<file path="src/lbp_pkg.sv">
// Shared types, constants and the uniform-pattern lookup table for the LBP pixel coder.
// Used by lbp_code_unit, lbp_out_fifo and lbp_3x3_pixel_coder. No dependencies.
package lbp_pkg;

  localparam int MAX_WIDTH = 1024;
  localparam int COL_W     = $clog2(MAX_WIDTH);
  localparam int WIDTH_W   = 11;
  localparam int HEIGHT_W  = 16;
  localparam int PIX_W     = 8;
  localparam int MIN_DIM   = 3;
  localparam int PADDR_W   = 4;
  localparam int PDATA_W   = 32;

  localparam int OUT_DEPTH = 4;
  localparam int OUT_PTR_W = $clog2(OUT_DEPTH);
  localparam int OUT_CNT_W = OUT_PTR_W + 1;

  localparam logic [1:0] REG_IMAGE_WIDTH  = 2'd0;
  localparam logic [1:0] REG_IMAGE_HEIGHT = 2'd1;
  localparam logic [1:0] REG_UNIFORM_MODE = 2'd2;

  localparam logic [PIX_W-1:0] UNIFORM_MAX = 8'd58;

  typedef struct packed {
    logic valid;
    logic emit;
    logic last;
  } s1_ctrl_t;

  typedef struct packed {
    logic [PIX_W-1:0] code;
    logic             frame_last;
  } result_t;

  typedef logic [PIX_W-1:0] lut_t [256];

  // index 1..58 for patterns with at most two non-circular transitions, else 0
  function automatic lut_t build_uniform_lut();
    lut_t       lut;
    logic [7:0] t;
    int         next_idx;
    next_idx = 1;
    for (int p = 0; p < 256; p++) begin
      t = 8'(p) ^ (8'(p) >> 1);
      t[7] = 1'b0;
      if ($countones(t) <= 2) begin
        lut[p] = 8'(next_idx);
        next_idx++;
      end else begin
        lut[p] = '0;
      end
    end
    return lut;
  endfunction

  localparam lut_t UNIFORM_LUT = build_uniform_lut();

endpackage

</file>
<file path="src/lbp_code_unit.sv">
// 3x3 window registers, neighbor compare and uniform remap stage.
// Depends on lbp_pkg.
module lbp_code_unit import lbp_pkg::*; (
  input  logic             clk,
  input  logic             rst,
  input  s1_ctrl_t         s1,
  input  logic [PIX_W-1:0] up,
  input  logic [PIX_W-1:0] mid,
  input  logic [PIX_W-1:0] pixel_d,
  input  logic             uniform_mode,
  output logic             push,
  output result_t          push_data
);

  logic [PIX_W-1:0] win [9];
  logic             s2_emit;
  logic             s2_last;
  logic [7:0]       pattern;

  always_ff @(posedge clk) begin
    if (rst) begin
      for (int i = 0; i < 9; i++) win[i] <= '0;
      s2_emit <= 1'b0;
      s2_last <= 1'b0;
    end else begin
      s2_emit <= s1.valid && s1.emit;
      s2_last <= s1.last;
      if (s1.valid) begin
        win[0] <= win[1]; win[1] <= win[2]; win[2] <= up;
        win[3] <= win[4]; win[4] <= win[5]; win[5] <= mid;
        win[6] <= win[7]; win[7] <= win[8]; win[8] <= pixel_d;
      end
    end
  end

  // N, NE, E, SE, S, SW, W, NW, MSB first
  assign pattern = {win[1] > win[4], win[2] > win[4], win[5] > win[4], win[8] > win[4],
                    win[7] > win[4], win[6] > win[4], win[3] > win[4], win[0] > win[4]};

  assign push                 = s2_emit;
  assign push_data.code       = uniform_mode ? UNIFORM_LUT[pattern] : pattern;
  assign push_data.frame_last = s2_last;

  a_uniform_range: assert property (@(posedge clk) disable iff (rst)
    push && uniform_mode |-> push_data.code <= UNIFORM_MAX)
    else $error("uniform index out of range");

endmodule

</file>
<file path="config.mk">
export PLATFORM = sky130hd
export DESIGN_NAME = lbp_code_unit
export DESIGN_NICKNAME = d
export VERILOG_FILES = /design/src/lbp_pkg.sv /design/src/lbp_code_unit.sv
export SDC_FILE = /design/constraint.sdc
export NUM_CORES = 1
export LEC_CHECK = 0
export BUFFER_PORTS_ARGS = -buffer_cell sky130_fd_sc_hd__buf_2
export CORE_ASPECT_RATIO = 0.5
export CORE_MARGIN = 4
export CORE_UTILIZATION = 47
export CTS_CLUSTER_DIAMETER = 60
export DETAILED_ROUTE_END_ITERATION = 8
export HOLD_SLACK_MARGIN = 0.1
export PLACE_DENSITY_LB_ADDON = 0.12
export RECOVER_POWER = 100
export SETUP_SLACK_MARGIN = 0.2
export SLEW_MARGIN = 25
export SYNTH_ARGS = -nofsm -noshare
export SYNTH_HDL_FRONTEND = slang
export SYNTH_SLANG_ARGS = --single-unit
</file>
<file path="constraint.sdc">
create_clock -name clk -period 4.7 [get_ports clk]
set_input_delay 0.235 -clock clk [delete_from_list [all_inputs] [get_ports clk]]
set_output_delay 0.235 -clock clk [all_outputs]
set_load 0.02 [all_outputs]
</file>
==> impl_metrics.py, run 1 <==
metrics = {
    "die": {
        "rows": 26,
        "core-area_sq_mm": 0.01044,
        "die_y_um": 82.03,
        "die_x_um": 156.1,
        "start_util_pct": 49.33,
        "io_pins": 40,
        "fp.dieArea_sq_mm": 0.01280,
    },
    "status": {
        "violations": "max-capacitance violations, max-slew violations",
        "outcome": "finished, violations left",
    },
    "layout": {
        "num_antenna_cells": 0,
        "syn_to_final_growth_pct": 11.44,
        "final_common_cell": "edfxtp_1",
        "final_cell_mix": "72 x edfxtp_1, 70 x ha_1, 50 x and2_0",
        "drive_above_1_share_pct": 13.84,
        "instances_no_fill": 653,
        "final_nets": 608,
    },
    "yosys": {
        "syn_area_per_cell_sq_um": 10.87,
        "ys_ff_latch": 74,
        "ys_async_sr_fraction_pct": 0,
        "synth-main-ff-cell": "edfxtp_1",
        "synth_warnings": 0,
        "synth.net_count": 574,
        "ys_seq_area_share_pct": 42.75,
        "synthCells": 474,
        "synth_edf_count": 72,
        "syn_area_sq_mm": 0.005151,
        "ys_types": 69,
    },
    "power": {
        "comb_power_share_pct": 28.9,
        "power.total_mw": 2.211,
        "power_leakage_nw": 2.283,
        "clkPwrFrac_pct": 34.7,
        "p_int_mw": 1.524,
        "p_switching_uw": 687.4,
        "switching_share_pct": 31.09,
        "p_per_area_mw_per_mm2": 385.2,
        "power_frac_seq_pct": 36.4,
        "ir_drop_mv": 0.2784,
    },
    "sta": {
        "clock_skew_ns": 0.005971,
        "rsz0062_at_grt": "no",
        "setup_viol": 0,
        "layout_min_cycle_time_ns": 4.186,
        "setup_tns_ns": 0,
        "worst_slew_pin_slew_ns": 2.296,
        "relSlewSlack_pct": -53.10,
        "final_max_slew_viol_count": 107,
        "fmax_ghz": 0.2389,
        "finalCritPeriodShare_pct": 89.07,
        "final_hold_viol_count": 0,
    },
    "clocking": {
        "cts-root-buf": "clkbuf_16",
        "clock_latency_ns": 0.33,
        "clk_path_buf_depth": 2,
        "numCtsBuffers": 9,
        "clock_sinks": 74,
        "clk_pin_slew_ns": 0.06,
        "cts_setup_buffers": 0,
        "cts_tree": "built",
        "htreeDepth": 3,
    },
    "setup_path": {
        "crit_slowest_cell": "o31a_2",
        "crit_path_end_kind": "output port",
        "arrival_ns": 3.95,
        "crit_type": "register to output port",
        "path_max_fanout": 13,
        "required_ns": 4.47,
        "cp_slowest_stage_delay_ns": 0.42,
        "cp_cell_sequence": "inv_1 > ha_1 > and2_2 > o21ai_0 > a21boi_1 > o31a_2 > inv_1 > ha_1 > o2111a_1 > nor2_1 > a311o_1 > a211oi_1 > or3_1 > clkbuf_1",
        "critPathLaunchType": "register",
    },
    "global_routing": {
        "grt_max_degree": 74,
        "grt_pass1_vias": 3591,
        "grt_usage_pct": 19.47,
        "gr-total-overflow": 0,
        "antenna_found_initial": 0,
        "grt_pass1_wl_mm": 18.97,
    },
    "route": {
        "drt_iter0_markers": 282,
        "vias": 3777,
        "drc": 0,
        "wl_per_cell_um": 18.34,
        "wl_mm": 11.98,
        "drt-vias-per-instance": 5.784,
        "dr.pass1.iters": 5,
        "ant_nets": 0,
    },
    "placed_design": {
        "io_buffers": 39,
        "placedCellCount": 636,
        "hpwl_mm": 8.797,
        "place.gp.congestion": 0.8788,
    },
    "flow_run": {
        "maxCapViolations": 2,
    },
    "hold_path": {
        "hold_class": "input pin to register",
    },
}
## synth_stat cells, types with 3 or more instances
cell type,n,area share (%)
edfxtp_1,72,42
nand3_1,12,1.2
buf_4,3,0.44
clkbuf_8,4,1.1
nand4_1,15,1.8
nor2b_1,10,1.2
a21oi_1,21,2.0
and2_1,76,9.2
o21ai_0,21,2.0
clkbuf_1,9,0.66
a21o_1,5,0.73
or2_2,5,0.61
mux2i_1,3,0.58
nand2_1,17,1.2
a211oi_1,6,0.87
a31oi_1,4,0.49
ha_1,70,17
and3_1,3,0.36
nor4_1,3,0.36
o21a_1,6,0.87
o211ai_1,9,1.3
inv_1,20,1.5
nor3_1,5,0.49
o2111ai_1,4,0.68
nor2_1,14,1.0
## final timing paths
check                      startpoint                  endpoint  slack, ns  cells after the start
max          win[0][35]$_SDFFCE_PN0P_              push_data[1]       0.51                     14
min                             s1[0]        s2_last$_SDFF_PP0_       0.12                      2
max reg2reg  win[0][32]$_SDFFCE_PN0P_  win[0][24]$_SDFFCE_PN0P_       3.64                      1
min reg2reg  win[0][36]$_SDFFCE_PN0P_  win[0][28]$_SDFFCE_PN0P_       0.54                      1
## power groups by stage
stage	combinational, mW	clock [mW]	sequential [mW]
6_report	0.639	0.768	0.804
3_3_place_gp	0.630	0	0.816
3_5_place_dp	0.626	0	0.817
2_1_floorplan	0.482	0	0.802
4_1_cts	0.630	0.785	0.804
5_1_grt	0.700	0.810	0.810
## critical path, delay by kind of cell, from the launching register on
family	cells	cell delay, ns
fa+ha+maj	2	0.59
flops	1	0.39
simple gates	3	0.41
compound gates	6	1.50
buf+inv	3	0.71
## through the flow
stage / hold slack, ns / instance area [sq um] / util [%] / setup WS, ns
finish: 0.1227 / 5741 / 54.97 / 0.5139
global route: 0.1633 / 5741 / 54.97 / 0.2531
floorplan: 0.3066 / 5151 / - / 1.266
global placement: 0.4334 / 5411 / 51.82 / 0.7085
detailed placement: 0.4476 / 5411 / 51.82 / 0.7794
CTS: 0.1005 / 5747 / 55.03 / 0.3651
## state kept, by name, indices dropped and copies added, names as in the netlist
name     flops
win         72
s2_last      1
push         1
## cell families after synthesis
kind of cell	after synthesis	share of synthesized area, %
flops	74	42.75
simple gates	176	20.04
buf+inv	42	4.396
compound gates	106	14.62
xor+xnor	1	0.1701
fa+ha+maj	70	17.00
mux	5	1.020
## per-layer routing
metal	share of wire (%)	track usage [%]	vias up
met2	42	28.88	151
li1	-	-	1855
met1	50	28.09	1749
met5	0	0	-
met4	1.6	6.463	0
met3	7.1	4.474	22
## final cells by class
type,count,area (sq um)
clock inverters,5,102.6
repair buffers,44,215.2
fillers,922,4702
multi-input cells,358,2734
inverters,21,78.83
well taps,140,175.2
flip-flops and latches,74,2202
clock buffers,11,232.7
## repair_timing
| action | 4_1_cts | 5_1_grt |
|---|---|---|
| hold buffers | 0 | 1 |
| endpoints found under the hold margin | 0 | 1 |
| resized for setup | 0 | 1 |
| setup endpoints to repair | 0 | 1 |
Note: power is estimated with default switching activity, not from simulation.
==> run 2, diff against run 1 <==
--- a/config.mk
+++ b/config.mk
@@ -5,9 +5,8 @@
 export SDC_FILE = /design/constraint.sdc
 export NUM_CORES = 1
 export LEC_CHECK = 0
-export BUFFER_PORTS_ARGS = -buffer_cell sky130_fd_sc_hd__buf_2
+export BUFFER_PORTS_ARGS = -buffer_cell sky130_fd_sc_hd__buf_4
 export CORE_ASPECT_RATIO = 0.5
-export CORE_MARGIN = 4
 export CORE_UTILIZATION = 47
 export CTS_CLUSTER_DIAMETER = 60
 export DETAILED_ROUTE_END_ITERATION = 8
==> run 2 against run 1 <==
  * The run still ends with max-capacitance violations, max-slew violations left
  * Clock skew down 0.00082 ns
  * Design area up 1.9%
  * Critical endpoint is now push_data[2]
  * Sequential share of layout area down 0.71 points
  * Worst setup slack worse by 0.050 ns
  * Maximum frequency down 1.2%
  * Sequential cell count unchanged
  * Clock power up 0.5%
==> impl_metrics.py, run 2 (synthesized netlist as in run 1, its figures left out) <==
metrics = {
    "layout": {
        "syn_to_final_growth_pct": 13.55,
        "seq_area_sq_mm": 0.002202,
        "final_cell_mix": "72 x edfxtp_1, 70 x ha_1, 42 x and2_0",
        "num_antenna_cells": 0,
        "nFillCells": 903,
        "top_register": "win",
        "fin_util_pct": 56.01,
        "largest_register_ffs": 72,
        "final_common_cell": "edfxtp_1",
        "final_nets": 611,
        "fin_area_sq_mm": 0.005849,
        "instances_no_fill": 656,
        "multiInputGateArea_sq_mm": 0.002731,
        "drive_above_1_share_pct": 14.53,
    },
    "placed_design": {
        "place.gp.congestion": 0.9027,
        "placed_area_sq_mm": 0.005527,
        "placedCellCount": 638,
        "post-place-ws_ns": 0.7425,
        "io_buffers": 39,
        "hpwl_mm": 8.642,
    },
    "power": {
        "ir_drop_mv": 0.2369,
        "power.total_mw": 2.240,
        "p_per_area_mw_per_mm2": 383.0,
        "power_leakage_nw": 2.345,
    },
    "setup_path": {
        "crit_slowest_cell": "a2111oi_0",
        "required_ns": 4.47,
        "crit_path_end_kind": "output port",
        "critical_path.most_common_cell": "ha_1",
        "path_max_fanout": 13,
        "cp_slowest_stage_delay_ns": 0.59,
        "crit_type": "register to output port",
        "critPathLaunchType": "register",
        "cp_cell_sequence": "inv_1 > ha_1 > and2_2 > o21ai_0 > a21boi_1 > o31a_2 > ha_1 > nand3_1 > a21boi_0 > a2111oi_0 > a221oi_1 > o211ai_1 > clkbuf_1",
        "arrival_ns": 4.00,
    },
    "route": {
        "drt-vias-per-instance": 5.799,
        "dr.pass1.iters": 5,
        "drc": 0,
        "ant_nets": 0,
        "vias": 3804,
        "wl_per_cell_um": 18.19,
        "wl_mm": 11.93,
        "drt_iter0_markers": 314,
    },
    "die": {
        "die_y_um": 76.03,
        "fp.dieArea_sq_mm": 0.01141,
        "io_pins": 40,
        "rows": 26,
        "die_x_um": 150.1,
        "core-area_sq_mm": 0.01044,
        "start_util_pct": 49.33,
    },
    "clocking": {
        "clk_path_buf_depth": 2,
        "numCtsBuffers": 9,
        "cts_tree": "built",
        "clock_latency_ns": 0.33,
        "clock_sinks": 74,
        "cts_setup_buffers": 0,
        "cts-root-buf": "clkbuf_16",
        "clk_pin_slew_ns": 0.06,
        "htreeDepth": 3,
    },
    "global_routing": {
        "grt_pass1_vias": 3701,
        "grt_pass1_wl_mm": 18.98,
        "antenna_found_initial": 0,
        "gr-total-overflow": 0,
        "grt_usage_pct": 22.13,
        "grt_max_degree": 74,
    },
    "sta": {
        "final_hold_viol_count": 0,
        "worst_slew_pin_slew_ns": 3.293,
        "fmax_ghz": 0.2361,
        "finalCritPeriodShare_pct": 90.13,
        "clock_skew_ns": 0.005149,
        "setup_viol": 0,
        "final_max_slew_viol_count": 124,
        "whs_ns": 0.1191,
        "relSlewSlack_pct": -119.5,
        "layout_min_cycle_time_ns": 4.236,
        "setup_tns_ns": 0,
        "setup_slack_ns": 0.4640,
        "rsz0062_at_grt": "no",
    },
    "status": {
        "violations": "max-capacitance violations, max-slew violations",
        "outcome": "finished, violations left",
    },
    "hold_path": {
        "hold_class": "input pin to register",
    },
    "flow_run": {
        "maxCapViolations": 2,
    },
}
[run 2: final timing paths]
kind	depth (start not counted)	slack, ns	from	endpoint
setup reg to reg	1	3.66	win[0][32]$_SDFFCE_PN0P_	win[0][24]$_SDFFCE_PN0P_
setup / recovery	13	0.46	win[0][35]$_SDFFCE_PN0P_	push_data[2]
hold / removal	2	0.12	s1[0]	s2_last$_SDFF_PP0_
hold reg to reg	1	0.55	win[0][8]$_SDFFCE_PN0P_	win[0][0]$_SDFFCE_PN0P_
[run 2: layout make-up]
class,instances,share of cell area (%)
inverters,21,1.348
clock inverters,6,1.797
repair buffers,47,5.604
clock buffers,10,3.914
well taps,140,2.995
multi-input cells,358,46.70
flip-flops and latches,74,37.65
[run 2: metal layers]
layer  wire, um  up-vias  global-route usage [%]
li1           -     1857                       -
met1       5798     1754                   31.33
met2       5043      168                   32.50
met3        773       25                   4.671
met4        317        0                   9.798
met5          0        -                       0
[run 2: critical path, delay by kind of cell, from the launching register on]
kind | cells | cell delay [ns]
DFF | 1 | 0.39
buffers and inverters | 2 | 0.60
adders and majority gates | 2 | 0.70
and+or+nand+nor | 2 | 0.33
AOI/OAI and AO/OA | 7 | 1.64
[run 2: what timing repair did]
item,CTS,global route
endpoints found under the setup margin,0,2
hold endpoints to repair,2,0
hold buffers,2,0
gates resized for setup,0,1
[run 2: report_power, final]
part / internal, mW / leakage, nW / switching (mW)
clock network: 0.515 / 0.166 / 0.257
logic: 0.250 / 1.37 / 0.414
registers: 0.776 / 0.807 / 0.0282
==> run 3, diff against run 2 <==
==> constraint.sdc (replaced) <==
create_clock -name clk -period 5.4 [get_ports clk]
set_input_delay 0.27 -clock clk [delete_from_list [all_inputs] [get_ports clk]]
set_output_delay 0.27 -clock clk [all_outputs]
set_load 0.02 [all_outputs]
==> run 3 against run 2 <==
  * The run ends with design-rule violations, max-capacitance violations, max-slew violations left
  * Count of clock-buffer cells in the layout is 1 lower
  * Total power fell by 16%
  * Worst hold slack improved by 0.019 ns
  * Cell count decreased by 0.76%
  * Worst setup slack better by 0.53 ns
  * Combinational power fell by 15%
==> impl_metrics.py, run 3 (synthesized netlist as in run 1, its figures left out) <==
metrics = {
    "placed_design": {
        "post-place-ws_ns": 1.466,
        "io_buffers": 39,
        "hpwl_mm": 8.784,
        "placed_area_sq_mm": 0.005509,
        "place.gp.congestion": 0.9451,
    },
    "layout": {
        "top_register": "win",
        "fin_area_sq_mm": 0.005774,
        "num_antenna_cells": 0,
        "final_common_cell": "edfxtp_1",
        "largest_register_ffs": 72,
        "drive_above_1_share_pct": 13.70,
        "final_nets": 607,
        "final_cell_mix": "72 x edfxtp_1, 70 x ha_1, 45 x and2_0",
        "syn_to_final_growth_pct": 12.10,
    },
    "clocking": {
        "htreeDepth": 3,
        "cts_tree": "built",
        "clk_pin_slew_ns": 0.06,
        "clock_latency_ns": 0.33,
        "clock_sinks": 74,
        "numCtsBuffers": 9,
        "hold_buffers": 0,
        "cts_setup_buffers": 0,
        "ctsResizeCount": 0,
        "cts-root-buf": "clkbuf_16",
        "clk_path_buf_depth": 2,
    },
    "route": {
        "drt_iter0_markers": 249,
        "wl_mm": 12.04,
        "dr.pass1.iters": 7,
        "wl_per_cell_um": 18.50,
        "vias": 3834,
        "ant_nets": 0,
        "drc": 1,
        "drt-vias-per-instance": 5.889,
    },
    "sta": {
        "rsz0062_at_grt": "no",
        "layout_min_cycle_time_ns": 4.407,
        "setup_slack_ns": 0.9926,
        "clock_skew_ns": 0.005003,
        "worst_slew_pin_slew_ns": 3.838,
        "final_hold_viol_count": 0,
        "setup_tns_ns": 0,
        "whs_ns": 0.1378,
        "setup_viol": 0,
        "finalCritPeriodShare_pct": 81.62,
        "fmax_ghz": 0.2269,
        "relSlewSlack_pct": -155.8,
        "final_max_slew_viol_count": 147,
    },
    "global_routing": {
        "grt_usage_pct": 22.67,
        "antenna_found_initial": 0,
        "grt_pass1_wl_mm": 19.41,
        "grt_pass1_vias": 3635,
        "gr-total-overflow": 0,
        "grt_max_degree": 74,
    },
    "die": {
        "die_x_um": 150.1,
        "core-area_sq_mm": 0.01044,
        "die_y_um": 76.03,
        "start_util_pct": 49.33,
        "fp.dieArea_sq_mm": 0.01141,
        "io_pins": 40,
        "rows": 26,
    },
    "hold_path": {
        "min_from": "s1[1]",
        "hold_class": "input pin to register",
    },
    "power": {
        "power_leakage_nw": 2.299,
        "power.total_mw": 1.881,
        "ir_drop_mv": 0.2630,
        "p_per_area_mw_per_mm2": 325.8,
    },
    "setup_path": {
        "crit_slowest_cell": "a2111oi_0",
        "path_max_fanout": 13,
        "critPathLaunchType": "register",
        "arrival_ns": 4.14,
        "critPathTopFamily": "compound AO/OA/AOI/OAI gates",
        "crit_type": "register to output port",
        "startpoint": "win[0][33]$_SDFFCE_PN0P_",
        "rrSetupSlack_ns": 4.29,
        "crit_path_end_kind": "output port",
        "cp_cell_sequence": "inv_1 > ha_1 > nor2b_1 > o21ai_0 > a21boi_1 > o31a_1 > ha_1 > and3_1 > a2111oi_0 > a2111oi_0 > a211oi_1 > clkbuf_1",
        "required_ns": 5.13,
        "crit_buf_inv": 2,
        "cp_slowest_stage_delay_ns": 0.81,
        "r2r-start": "win[0][32]$_SDFFCE_PN0P_",
    },
    "flow_run": {
        "maxCapViolations": 2,
    },
    "status": {
        "outcome": "finished, violations left",
        "violations": "design-rule violations, max-capacitance violations, max-slew violations",
    },
}
[run 3: path summary, 6_finish.rpt]
path                               to  cells after the start
max                      push_data[6]                     12
max reg2reg  win[0][24]$_SDFFCE_PN0P_                      1
min reg2reg   win[0][0]$_SDFFCE_PN0P_                      1
min                   push$_SDFF_PP0_                      2
[run 3: layout make-up]
cell class	instances	area [sq um]
flip-flops and latches	74	2202
repair buffers	43	281.5
clock buffers	9	225.2
well taps	140	175.2
multi-input cells	358	2729
inverters	21	78.83
fillers	916	4668
clock inverters	6	82.58
[run 3: power by group]
group | total (mW) | internal [mW] | switching, mW
Sequential | 0.702 | 0.677 | 0.0252
Combinational | 0.564 | 0.208 | 0.355
Clock | 0.615 | 0.399 | 0.216
[run 3: through the flow]
stage | util [%] | cells
2_1_floorplan | - | 474
5_1_grt | 55.30 | 651
6_report | 55.30 | 651
3_5_place_dp | 52.76 | 636
4_1_cts | 55.70 | 651
3_3_place_gp | 52.76 | 636
[run 3: routing by layer]
metal / GRT usage (%) / vias to the layer above / wire (um)
met1: 33.06 / 1790 / 5800
met2: 32.78 / 155 / 5221
met5: 0 / - / 0
li1: - / 1855 / -
met3: 5.269 / 34 / 773
met4: 7.879 / 0 / 248
