--- config.mk ---
export PLATFORM = sky130hd
export DESIGN_NAME = lbp_out_fifo
export DESIGN_NICKNAME = d
export VERILOG_FILES = /design/src/lbp_pkg.sv /design/src/lbp_out_fifo.sv
export SDC_FILE = /design/constraint.sdc
export NUM_CORES = 1
export LEC_CHECK = 0
export ABC_AREA = 1
export BUFFER_PORTS_ARGS = -buffer_cell sky130_fd_sc_hd__buf_2
export CAP_MARGIN = 25
export CORE_UTILIZATION = 45
export CTS_BUF_LIST = sky130_fd_sc_hd__clkbuf_2 sky130_fd_sc_hd__clkbuf_4 sky130_fd_sc_hd__clkbuf_8
export CTS_CLUSTER_SIZE = 20
export DETAILED_ROUTE_END_ITERATION = 10
export PLACE_DENSITY_LB_ADDON = 0.12
export RECOVER_POWER = 50
export SLEW_MARGIN = 15
export SYNTH_ARGS = -nofsm -noshare
export SYNTH_HDL_FRONTEND = slang
export SYNTH_SLANG_ARGS = --single-unit
--- constraint.sdc ---
create_clock -name clk -period 2.2 [get_ports clk]
set_clock_uncertainty 0.15 [all_clocks]
set_input_delay 0.22 -clock clk [delete_from_list [all_inputs] [get_ports clk]]
set_output_delay 0.22 -clock clk [all_outputs]
set_load 0.05 [all_outputs]
--- src/lbp_pkg.sv ---
// Shared types, constants and the uniform-pattern lookup table for the LBP pixel coder.
// Used by lbp_code_unit, lbp_out_fifo and lbp_3x3_pixel_coder. No dependencies.
package lbp_pkg;

  localparam int MAX_WIDTH = 1024;
  localparam int COL_W     = $clog2(MAX_WIDTH);
  localparam int WIDTH_W   = 11;
  localparam int HEIGHT_W  = 16;
  localparam int PIX_W     = 8;
  localparam int MIN_DIM   = 3;
  localparam int PADDR_W   = 4;
  localparam int PDATA_W   = 32;

  localparam int OUT_DEPTH = 4;
  localparam int OUT_PTR_W = $clog2(OUT_DEPTH);
  localparam int OUT_CNT_W = OUT_PTR_W + 1;

  localparam logic [1:0] REG_IMAGE_WIDTH  = 2'd0;
  localparam logic [1:0] REG_IMAGE_HEIGHT = 2'd1;
  localparam logic [1:0] REG_UNIFORM_MODE = 2'd2;

  localparam logic [PIX_W-1:0] UNIFORM_MAX = 8'd58;

  typedef struct packed {
    logic valid;
    logic emit;
    logic last;
  } s1_ctrl_t;

  typedef struct packed {
    logic [PIX_W-1:0] code;
    logic             frame_last;
  } result_t;

  typedef logic [PIX_W-1:0] lut_t [256];

  // index 1..58 for patterns with at most two non-circular transitions, else 0
  function automatic lut_t build_uniform_lut();
    lut_t       lut;
    logic [7:0] t;
    int         next_idx;
    next_idx = 1;
    for (int p = 0; p < 256; p++) begin
      t = 8'(p) ^ (8'(p) >> 1);
      t[7] = 1'b0;
      if ($countones(t) <= 2) begin
        lut[p] = 8'(next_idx);
        next_idx++;
      end else begin
        lut[p] = '0;
      end
    end
    return lut;
  endfunction

  localparam lut_t UNIFORM_LUT = build_uniform_lut();

endpackage

--- src/lbp_out_fifo.sv ---
// Small result queue that decouples the output handshake from the pixel pipeline.
// Depends on lbp_pkg.
module lbp_out_fifo import lbp_pkg::*; (
  input  logic                 clk,
  input  logic                 rst,
  input  logic                 push,
  input  result_t              push_data,
  output logic                 result_valid,
  input  logic                 result_ready,
  output result_t              head,
  output logic [OUT_CNT_W-1:0] count
);

  result_t              mem [OUT_DEPTH];
  logic [OUT_PTR_W-1:0] wr_ptr;
  logic [OUT_PTR_W-1:0] rd_ptr;
  logic                 pop;

  assign result_valid = count != '0;
  assign pop          = result_valid && result_ready;
  assign head         = mem[rd_ptr];

  always_ff @(posedge clk) begin
    if (push) mem[wr_ptr] <= push_data;
  end

  always_ff @(posedge clk) begin
    if (rst) begin
      wr_ptr <= '0;
      rd_ptr <= '0;
      count  <= '0;
    end else begin
      if (push) wr_ptr <= wr_ptr + 1'b1;
      if (pop)  rd_ptr <= rd_ptr + 1'b1;
      case ({push, pop})
        2'b10:   count <= count + 1'b1;
        2'b01:   count <= count - 1'b1;
        default: count <= count;
      endcase
    end
  end

  a_no_overflow: assert property (@(posedge clk) disable iff (rst)
    push && !pop |-> count < OUT_CNT_W'(OUT_DEPTH))
    else $error("result queue overflow");

endmodule
==> reports/qor.csv, run 1 <==
stage,metric,value,unit
critical_path,Crit path arrival time,1.97,ns
sta,f_max,517,MHz
floorplan,core area,4030,um2
floorplan,die width,67.2,um
critical_path,CP Capture Type,register,
route,WL met3,112,um
final_layout,n_diodes,0,
logic_synthesis,largest area contributor in the synthesized netlist,edfxtp_1,
clocking,root buffer cell,clkbuf_8,
power,Clock Power Share,21.2,%
sta,crit share post-route,87.9,%
final_layout,Post-Layout Cell Count,237,
clocking,maximum clock insertion buffer count,2,
route,vias per cell,5.11,
logic_synthesis,syn_nets,167,
logic_synthesis,Ys Warns,0,
critical_path,reg-to-reg critical path endpoint,count[2],
logic_synthesis,Synth Area per Inst,12.9,um2
power,Peak VDD IR,695,uV
logic_synthesis,most frequent cell after synthesis,edfxtp_1,
logic_synthesis,"EDFF count, synth",36,
logic_synthesis,#FFs+latches synth,45,
clocking,post-cts hold buffer count,8,
power,internal power,1410,uW
route,Initial DRC Count,54,
placement,IO Port Bufs,25,
sta,final max-slew violation count,0,
critical_path,FF-to-FF setup slack,0.27,ns
floorplan,Chip Height,67.2,um
logic_synthesis,Gate Count Post-Synth,148,
critical_path,Buf/Inv on CP,4,
clocking,setup bufs post-CTS,0,
logic_synthesis,Synth top cells by count,"36 x edfxtp_1, 20 x o21ai_0, 16 x inv_1",
logic_synthesis,Mapped Area,1910,um2
route,DR DRC count,0,
critical_path,reg-to-reg startpoint,count[0],
route,Post-DRT Antenna Nets,0,
min_path,HP Class,input port to register,
route,met1 WL,1360,um
floorplan,row count,23,
sta,RSZ-0062 raised after global routing,no,
critical_path,CP cell instances,inv_1 -> nand3_4 -> and2_1 -> ha_1 -> inv_1 -> fa_1 -> inv_1 -> nand2_1 -> nand3_1 -> nand2_1 -> inv_1 -> nor2_1,
logic_synthesis,post-synth top area share,56.5,%
sta,sum of negative setup slack,0,ns
logic_synthesis,Netlist cell types,20,
clocking,H-tree depth,2,
logic_synthesis,largest cells by area after synthesis,"edfxtp_1 57%, dfxtp_1 9.4%, o22ai_2 5.9%",
global_route,pin count of the biggest net entering global routing,20,
critical_path,crit path from,count[0],
clocking,register clock-pin slew on the reported worst setup and hold paths,0.08,ns
sta,Worst-Margin Slew,0.602,ns
route,wire per inst,14.1,um
critical_path,slowest CP cell,fa_1,
route,DR pass1 iterations,4,
critical_path,Worst Reg-to-Reg Cells,12,
power,Comb pwr share,33.9,%
route,via count,1210,
critical_path,Crit. path cell count,12,
floorplan,die area,4510,um2
global_route,first-pass GRT wire length,5240,um
clocking,post-cts gate resize count,0,
clocking,total CTS buffers,5,
sta,Final setup viols,0,
final_layout,fin nets,205,
global_route,number of global-route vias before repair,1179,
critical_path,CP Capture Point,count[2],
clocking,Sink Count,45,
sta,Hold Fails Final Rpt,0,
clocking,Clock Latency Late Sink,0.28,ns
outcome,status,"finished, final reports clean",
placement,Placer Congestion,0.755,
route,total wire length,3330,um
final_layout,layout cell share with drive strength beyond 1,25.1,%
sta,setup ws final,0.266,ns
floorplan,Starting Density,47.5,%
power,PD cells,1020,nW/um2
run,max cap viols,0,
critical_path,Worst Setup Start Kind,register,
critical_path,WP data required,2.24,ns
critical_path,maximum net fanout on the critical path,6,
critical_path,max incr delay on CP,0.39,ns
power,P_sw,853,uW
sta,slew margin rel.,60.1,%
logic_synthesis,sequential area share after synthesis,66.0,%
power,Flop pwr share,44.9,%
critical_path,cell mode on critical path,inv_1,
placement,placed insts,221,
final_layout,synthesis-to-finish area growth,16.0,%
power,net switching fraction of the power,37.7,%
global_route,gr usage total,16.7,%
clocking,TritonCTS clock tree,built,
logic_synthesis,Post-synth top flop,edfxtp_1,
route,top sig layer,met4,
floorplan,IO Pins,26,
placement,area of placed instances,2070,um2
route,DR WL met2,1800,um
placement,hpwl dp,2240,um
global_route,GRT overflow,0,
final_layout,finished layout cell area,2220,um2
critical_path,Crit path max-delay family,adder cells,
logic_synthesis,post-synthesis async set-or-reset flop share,0,%
sta,min Tclk post-route,1.93,ns
power,leakage,0.000850,uW
global_route,antenna violations before repair,0,
placement,setup slack at placement,0.299,ns
critical_path,WS Path Type,register to register,
-- state kept, by name, indices dropped and copies added (netlist names), named ones only --
signal / count
count: 3
wr_ptr: 2
mem: 36
rd_ptr: 2
-- per-layer routing --
layer  GRT usage, %  vias to the layer above
met2           31.3                       24
li1               -                      594
met1           17.3                      585
met3           4.22                        7
met4           7.18                        0
met5              0                        -
-- final cells by class --
cell class	count	area, um2
repair buffers	34	198
clock inverters	2	10.0
clock buffers	6	76.3
flip-flops and latches	45	1260
fillers	362	1810
multi-input cells	82	533
well taps	50	62.6
inverters	18	75.1
-- kinds of logic (layout without fill, tap and decap cells) --
group | Yosys count | after routing | synth area share [%]
and+or+nand+nor | 39 | 39 | 9.95
AOI/OAI and AO/OA | 37 | 37 | 13.6
adders and majority gates | 6 | 6 | 4.32
buffers and inverters | 21 | 60 | 6.15
DFF | 45 | 45 | 66.0
-- stage by stage --
step / util, % / power (uW) / hold slack [ns]
floorplan: - / 1670 / 0.169
global placement: 51.3 / 1780 / 0.281
detailed placement: 51.3 / 1800 / 0.287
CTS: 55.5 / 2300 / 0.00265
global route: 55.1 / 2370 / 0.0794
finish: 55.1 / 2270 / 0.0647
-- placed cells by master, fill, tap and decap left out --
cell / synthesis / layout
edfxtp_1: 36 / 36
o21ai_0: 20 / 20
inv_1: 16 / 16
nor2_1: 13 / 13
buf_2: 0 / 13
nand2_1: 12 / 12
clkbuf_1: 0 / 12
nor2_2: 9 / 9
o22ai_2: 9 / 9
dlygate4sd3_1: 0 / 8
dfxtp_1: 9 / 7
a21oi_1: 6 / 6
ha_1: 5 / 5
clkbuf_8: 0 / 5
o21ai_2: 2 / 2
nand3_1: 2 / 2
clkinv_2: 0 / 2
dfxtp_2: 0 / 2
nand3_4: 1 / 1
and2_1: 1 / 1
inv_8: 1 / 1
inv_2: 1 / 1
nand4_1: 1 / 1
fa_1: 1 / 1
clkbuf_4: 0 / 1
buf_4: 0 / 1
-- power groups by stage --
stage / clock [uW] / sequential [uW] / combinational (uW)
CTS: 497 / 1020 / 784
floorplan: 0 / 1090 / 579
global placement: 0 / 1030 / 744
finish: 480 / 1020 / 769
detailed placement: 0 / 1040 / 769
global route: 522 / 1020 / 822
-- worst min-delay path by stage --
stage / depth (start not counted) / slack (ns) / to / from
3_5_place_dp: 1 / 0.29 / mem[0][6] / push_data[6]
5_1_grt: 1 / 0.08 / mem[2][4] / push_data[4]
3_3_place_gp: 1 / 0.28 / mem[0][5] / push_data[5]
4_1_cts: 1 / 0.003 / mem[0][4] / push_data[4]
2_1_floorplan: 0 / 0.17 / mem[0][0] / push_data[0]
6_report: 1 / 0.06 / mem[2][4] / push_data[4]
No activity file was read; power rests on OpenSTA's default activity.
==> run 2: changes to the inputs <==
Settings changed: CORE_UTILIZATION 45 to 41.
==> run 2 against run 1 <==
  * Critical path type unchanged
  * Sequential cell count unchanged
  * Largest power group unchanged
  * Register-to-register slack about the same
  * Routed wire length about the same
  * Critical path depth unchanged
==> reports/qor.csv, run 2 (synthesis gave the netlist of run 1 again) <==
stage,metric,value,unit,change
route,vias per cell,4.95,,-3.1%
placement,Placer Congestion,0.708,,-6.2%
critical_path,WP data required,2.24,ns,about the same
run,max cap viols,0,,unchanged
sta,Final setup viols,0,,unchanged
sta,f_max,516,MHz,-0.18%
critical_path,Crit path arrival time,1.98,ns,about the same
route,DR pass1 iterations,4,,unchanged
clocking,post-cts hold buffer count,9,,+1
route,wire per inst,13.9,um,-1.2%
critical_path,reg-to-reg startpoint,count[0],,
global_route,gr usage total,15.1,%,-1.6 points
final_layout,Post-Layout Cell Count,240,,+1.3%
sta,min Tclk post-route,1.94,ns,+0.00354 ns
power,PD cells,1030,nW/um2,+0.46%
final_layout,Filler cells,409,,+13%
sta,Worst-Margin Slew,0.589,ns,-0.0127 ns
power,leakage,0.000855,uW,+0.65%
clocking,total CTS buffers,5,,unchanged
global_route,antenna violations before repair,0,,unchanged
floorplan,core area,4410,um2,+9.6%
power,Tot Pwr,2290,uW,+1.3%
route,via count,1187,,-1.9%
route,DR DRC count,0,,unchanged
floorplan,Starting Density,43.3,%,-4.1 points
final_layout,fin nets,206,,+0.49%
power,Peak VDD IR,512,uV,-26%
floorplan,row count,24,,+4.3%
critical_path,maximum net fanout on the critical path,6,,unchanged
clocking,register clock-pin slew on the reported worst setup and hold paths,0.08,ns,about the same
clocking,H-tree depth,2,,unchanged
floorplan,IO Pins,26,,unchanged
sta,sum of negative setup slack,0,ns,unchanged
outcome,status,"finished, final reports clean",,
floorplan,die area,4940,um2,+9.5%
sta,final max-slew violation count,0,,unchanged
final_layout,largest register by flop count,mem,,
critical_path,crit path from,count[0],,
clocking,Clock Latency Late Sink,0.29,ns,about the same
sta,setup ws final,0.262,ns,-0.00354 ns
floorplan,die width,70.3,um,+4.6%
clocking,root buffer cell,clkbuf_8,,
clocking,TritonCTS clock tree,built,,
global_route,pin count of the biggest net entering global routing,20,,unchanged
clocking,maximum clock insertion buffer count,2,,unchanged
global_route,number of global-route vias before repair,1151,,-2.4%
global_route,GRT overflow,0,,unchanged
final_layout,highest-count cells in the layout ignoring fill and taps,"36 x edfxtp_1, 20 x o21ai_0, 16 x inv_1, 13 x nor2_1, 13 x buf_2",,
placement,placed insts,223,,+0.90%
clocking,setup bufs post-CTS,0,,unchanged
sta,RSZ-0062 raised after global routing,no,,
min_path,HP Class,input port to register,,
final_layout,layout cell share with drive strength beyond 1,25.0,%,-0.13 points
placement,setup slack at placement,0.296,ns,-0.00312 ns
sta,crit share post-route,88.1,%,+0.16 points
final_layout,"commonest non-fill, non-tap cell in the layout",edfxtp_1,,
floorplan,Chip Height,70.3,um,+4.6%
min_path,Worst Hold Launch,result_ready,,
critical_path,CP Capture Type,register,,
critical_path,WS Path Type,register to register,,
global_route,first-pass GRT wire length,5550,um,+5.9%
sta,slew margin rel.,60.9,%,+0.84 points
clocking,post-cts gate resize count,0,,unchanged
sta,Hold Fails Final Rpt,0,,unchanged
final_layout,synthesis-to-finish area growth,17.0,%,
route,Initial DRC Count,64,,+19%
placement,IO Port Bufs,25,,unchanged
critical_path,Worst Setup Start Kind,register,,
clocking,Sink Count,45,,unchanged
route,Post-DRT Antenna Nets,0,,unchanged
final_layout,n_diodes,0,,unchanged
final_layout,max reg flops,36,,unchanged
final_layout,Top Registers,"mem (36), count (3)",,
route,total wire length,3340,um,about the same
placement,hpwl dp,2200,um,-1.5%
[run 2: cell types whose count changed in the layout (fill, tap and decap cells not counted), sizes merged]
cell / before / now
clkinv: 2 / 0
clkbuf: 18 / 20
dlygate4sd3: 8 / 9
[run 2: worst paths after layout]
check / end / slack, ns / depth (start not counted)
max: count[2] / 0.26 / 12
min reg2reg: register / 0.35 / 2
max reg2reg: count[2] / 0.26 / 12
min: register / 0.06 / 3
[run 2: critical path: stages (launching register included)]
cell	delay, ns
dfxtp_1	0.34
inv_1	0.12
nand3_4	0.13
and2_1	0.13
ha_1	0.15
inv_1	0.07
fa_1	0.40
inv_1	0.08
nand2_1	0.06
nand3_1	0.08
nand2_1	0.06
inv_1	0.05
nor2_1	0.03
[run 2: cell type report]
cell class                 instances  area, um2  share of cell area (%)
clock buffer                       8       91.3                    4.09
inverter                          18       75.1                    3.36
timing repair buffer              35        208                    9.29
multi-input combinational         82        533                    23.8
tap                               52       65.1                    2.91
sequential                        45       1260                    56.5
[run 2: metal layers]
metal	GRT usage (%)	vias to the layer above	wire length [um]
li1	-	593	-
met1	17.4	565	1450
met2	26.0	23	1720
met3	4.76	6	121
met4	5.33	0	49
met5	0	-	0
[run 2: stage by stage]
stage | utilization [%] | area (um2) | hold WS [ns]
after global placement | 46.9 | 2070 | 0.280
final | 50.7 | 2240 | 0.0598
after floorplan | - | 1920 | 0.169
after global routing | 50.7 | 2240 | 0.106
after detailed placement | 46.9 | 2070 | 0.288
after CTS | 51.0 | 2250 | 0.0523
[run 2: report_power, final]
group | switching [uW] | total, uW | leakage, uW | internal (uW)
registers | 32.4 | 1020 | 0.000406 | 984
clock network | 251 | 514 | 0.0000498 | 263
logic | 567 | 763 | 0.000400 | 196
==> run 3: changes to the inputs <==
Clock period 2.2 ns to 2.36 ns, I/O delays scaled along.
==> run 3 against run 2 <==
  * Core utilization is 2.2 points lower
  * Cell count down 3.3%
  * Total power fell by 8.4%
  * Via count decreased by 4.5%
  * Largest power group unchanged
  * Die area unchanged
  * Largest cell class unchanged
  * Clock power down 7.6%
==> reports/qor.csv, run 3 (synthesis gave the netlist of run 1 again) <==
stage,metric,value,unit,change
critical_path,CP Capture Type,register,,
sta,Hold Fails Final Rpt,0,,unchanged
clocking,H-tree depth,2,,unchanged
floorplan,die width,70.3,um,unchanged
clocking,maximum clock insertion buffer count,2,,unchanged
final_layout,n_diodes,0,,unchanged
sta,crit share post-route,85.3,%,-2.8 points
final_layout,Top Registers,"mem (36), count (3)",,
run,max cap viols,0,,unchanged
route,DR DRC count,0,,unchanged
sta,slew margin rel.,60.9,%,about the same
floorplan,row count,24,,unchanged
outcome,status,"finished, final reports clean",,
route,vias per cell,4.89,,-1.2%
power,Peak VDD IR,637,uV,+25%
route,Initial DRC Count,55,,-14%
power,leakage,0.000816,uW,-4.6%
floorplan,IO Pins,26,,unchanged
clocking,TritonCTS clock tree,built,,
min_path,HP Class,input port to register,,
global_route,GRT overflow,0,,unchanged
sta,f_max,497,MHz,-3.7%
floorplan,Chip Height,70.3,um,unchanged
sta,sum of negative setup slack,0,ns,unchanged
final_layout,layout cell share with drive strength beyond 1,24.4,%,-0.56 points
clocking,total CTS buffers,5,,unchanged
final_layout,fin nets,198,,-3.9%
route,Post-DRT Antenna Nets,0,,unchanged
global_route,gr usage total,14.4,%,-0.68 points
final_layout,"commonest non-fill, non-tap cell in the layout",edfxtp_1,,
global_route,number of global-route vias before repair,1163,,+1.0%
critical_path,Crit path arrival time,2.05,ns,+0.07 ns
route,via count,1134,,-4.5%
route,total wire length,3230,um,-3.3%
clocking,root buffer cell,clkbuf_8,,
clocking,register clock-pin slew on the reported worst setup and hold paths,0.07,ns,about the same
sta,Worst-Margin Slew,0.589,ns,-0.000105 ns
final_layout,synthesis-to-finish area growth,12.0,%,
floorplan,core area,4410,um2,unchanged
floorplan,die area,4940,um2,unchanged
floorplan,Starting Density,43.3,%,unchanged
sta,Final setup viols,0,,unchanged
critical_path,WP data required,2.40,ns,+0.16 ns
final_layout,highest-count cells in the layout ignoring fill and taps,"36 x edfxtp_1, 20 x o21ai_0, 16 x inv_1, 13 x nor2_1, 13 x buf_2",,
route,wire per inst,13.9,um,about the same
clocking,Clock Latency Late Sink,0.28,ns,about the same
global_route,first-pass GRT wire length,5380,um,-3.1%
sta,RSZ-0062 raised after global routing,no,,
sta,min Tclk post-route,2.01,ns,+0.0752 ns
critical_path,maximum net fanout on the critical path,6,,unchanged
power,PD cells,982,nW/um2,-4.3%
placement,IO Port Bufs,25,,unchanged
placement,Placer Congestion,0.708,,about the same
route,DR pass1 iterations,4,,unchanged
global_route,pin count of the biggest net entering global routing,20,,unchanged
critical_path,Worst Setup Start Kind,register,,
sta,hold_ws,0.0607,ns,+0.000886 ns
final_layout,Filler cells,408,,-0.24%
clocking,Sink Count,45,,unchanged
final_layout,largest register by flop count,mem,,
global_route,antenna violations before repair,0,,unchanged
placement,hpwl dp,2170,um,-1.3%
final_layout,max reg flops,36,,unchanged
critical_path,WS Path Type,register to register,,
sta,final max-slew violation count,0,,unchanged
## run 3: changes by cell type in the layout (fill, tap and decap cells not counted), sizes merged
cell	before	now
dlygate4sd3	9	1
## run 3: area by class of cell
cell class	count	area, um2	area share, %
multi-input cells	82	520	24.3
flip-flops and latches	45	1260	58.9
clock buffers	8	91.3	4.27
repair buffers	27	128	5.96
well taps	52	65.1	3.04
inverters	18	75.1	3.51
## run 3: power breakdown
| group | switching [uW] | internal [uW] |
|---|---|---|
| sequential | 29.4 | 915 |
| combinational | 515 | 166 |
| clock | 230 | 245 |
| total | 775 | 1330 |
## run 3: final timing paths
kind                     start        end  slack [ns]  cells after the start
setup reg to reg      count[0]   count[2]        0.35                     12
hold reg to reg      rd_ptr[0]  rd_ptr[0]        0.34                      2
setup / recovery      count[0]   count[2]        0.35                     12
hold / removal    push_data[4]  mem[2][4]        0.06                      1
## run 3: layer usage
| layer | vias to the layer above | track usage, % | part of all wire [%] |
|---|---|---|---|
| li1 | 576 | - | - |
| met1 | 538 | 16.5 | 45 |
| met2 | 16 | 25.5 | 51 |
| met3 | 4 | 3.75 | 3.1 |
| met4 | 0 | 5.33 | 0.99 |
| met5 | - | 0 | 0 |
## run 3: critical path: stages (launching register included)
cell and delay (ns):
dfxtp_1 0.33, inv_1 0.09, nand3_1 0.20, and2_1 0.17, ha_1 0.17, inv_1 0.07
fa_1 0.38, inv_1 0.08, nand2_1 0.07, nand3_1 0.08, nand2_1 0.05, inv_1 0.04
nor2_1 0.03
## run 3: what timing repair did
action / 4_1_cts / 5_1_grt
hold buffers: 0 / 1
setup buffers: 0 / 0
endpoints found under the hold margin: 0 / 4
resized for setup: 0 / 0
## run 3: metrics by stage
stage / total power, uW / util, % / worst slack [ns] / cell area, um2 / std cells
2_1_floorplan: 1550 / - / 0.0326 / 1910 / 148
3_3_place_gp: 1650 / 46.8 / 0.588 / 2070 / 223
3_5_place_dp: 1670 / 46.8 / 0.452 / 2070 / 223
4_1_cts: 2150 / 48.9 / 0.442 / 2160 / 231
5_1_grt: 2210 / 48.5 / 0.168 / 2140 / 232
6_report: 2100 / 48.5 / 0.347 / 2140 / 232
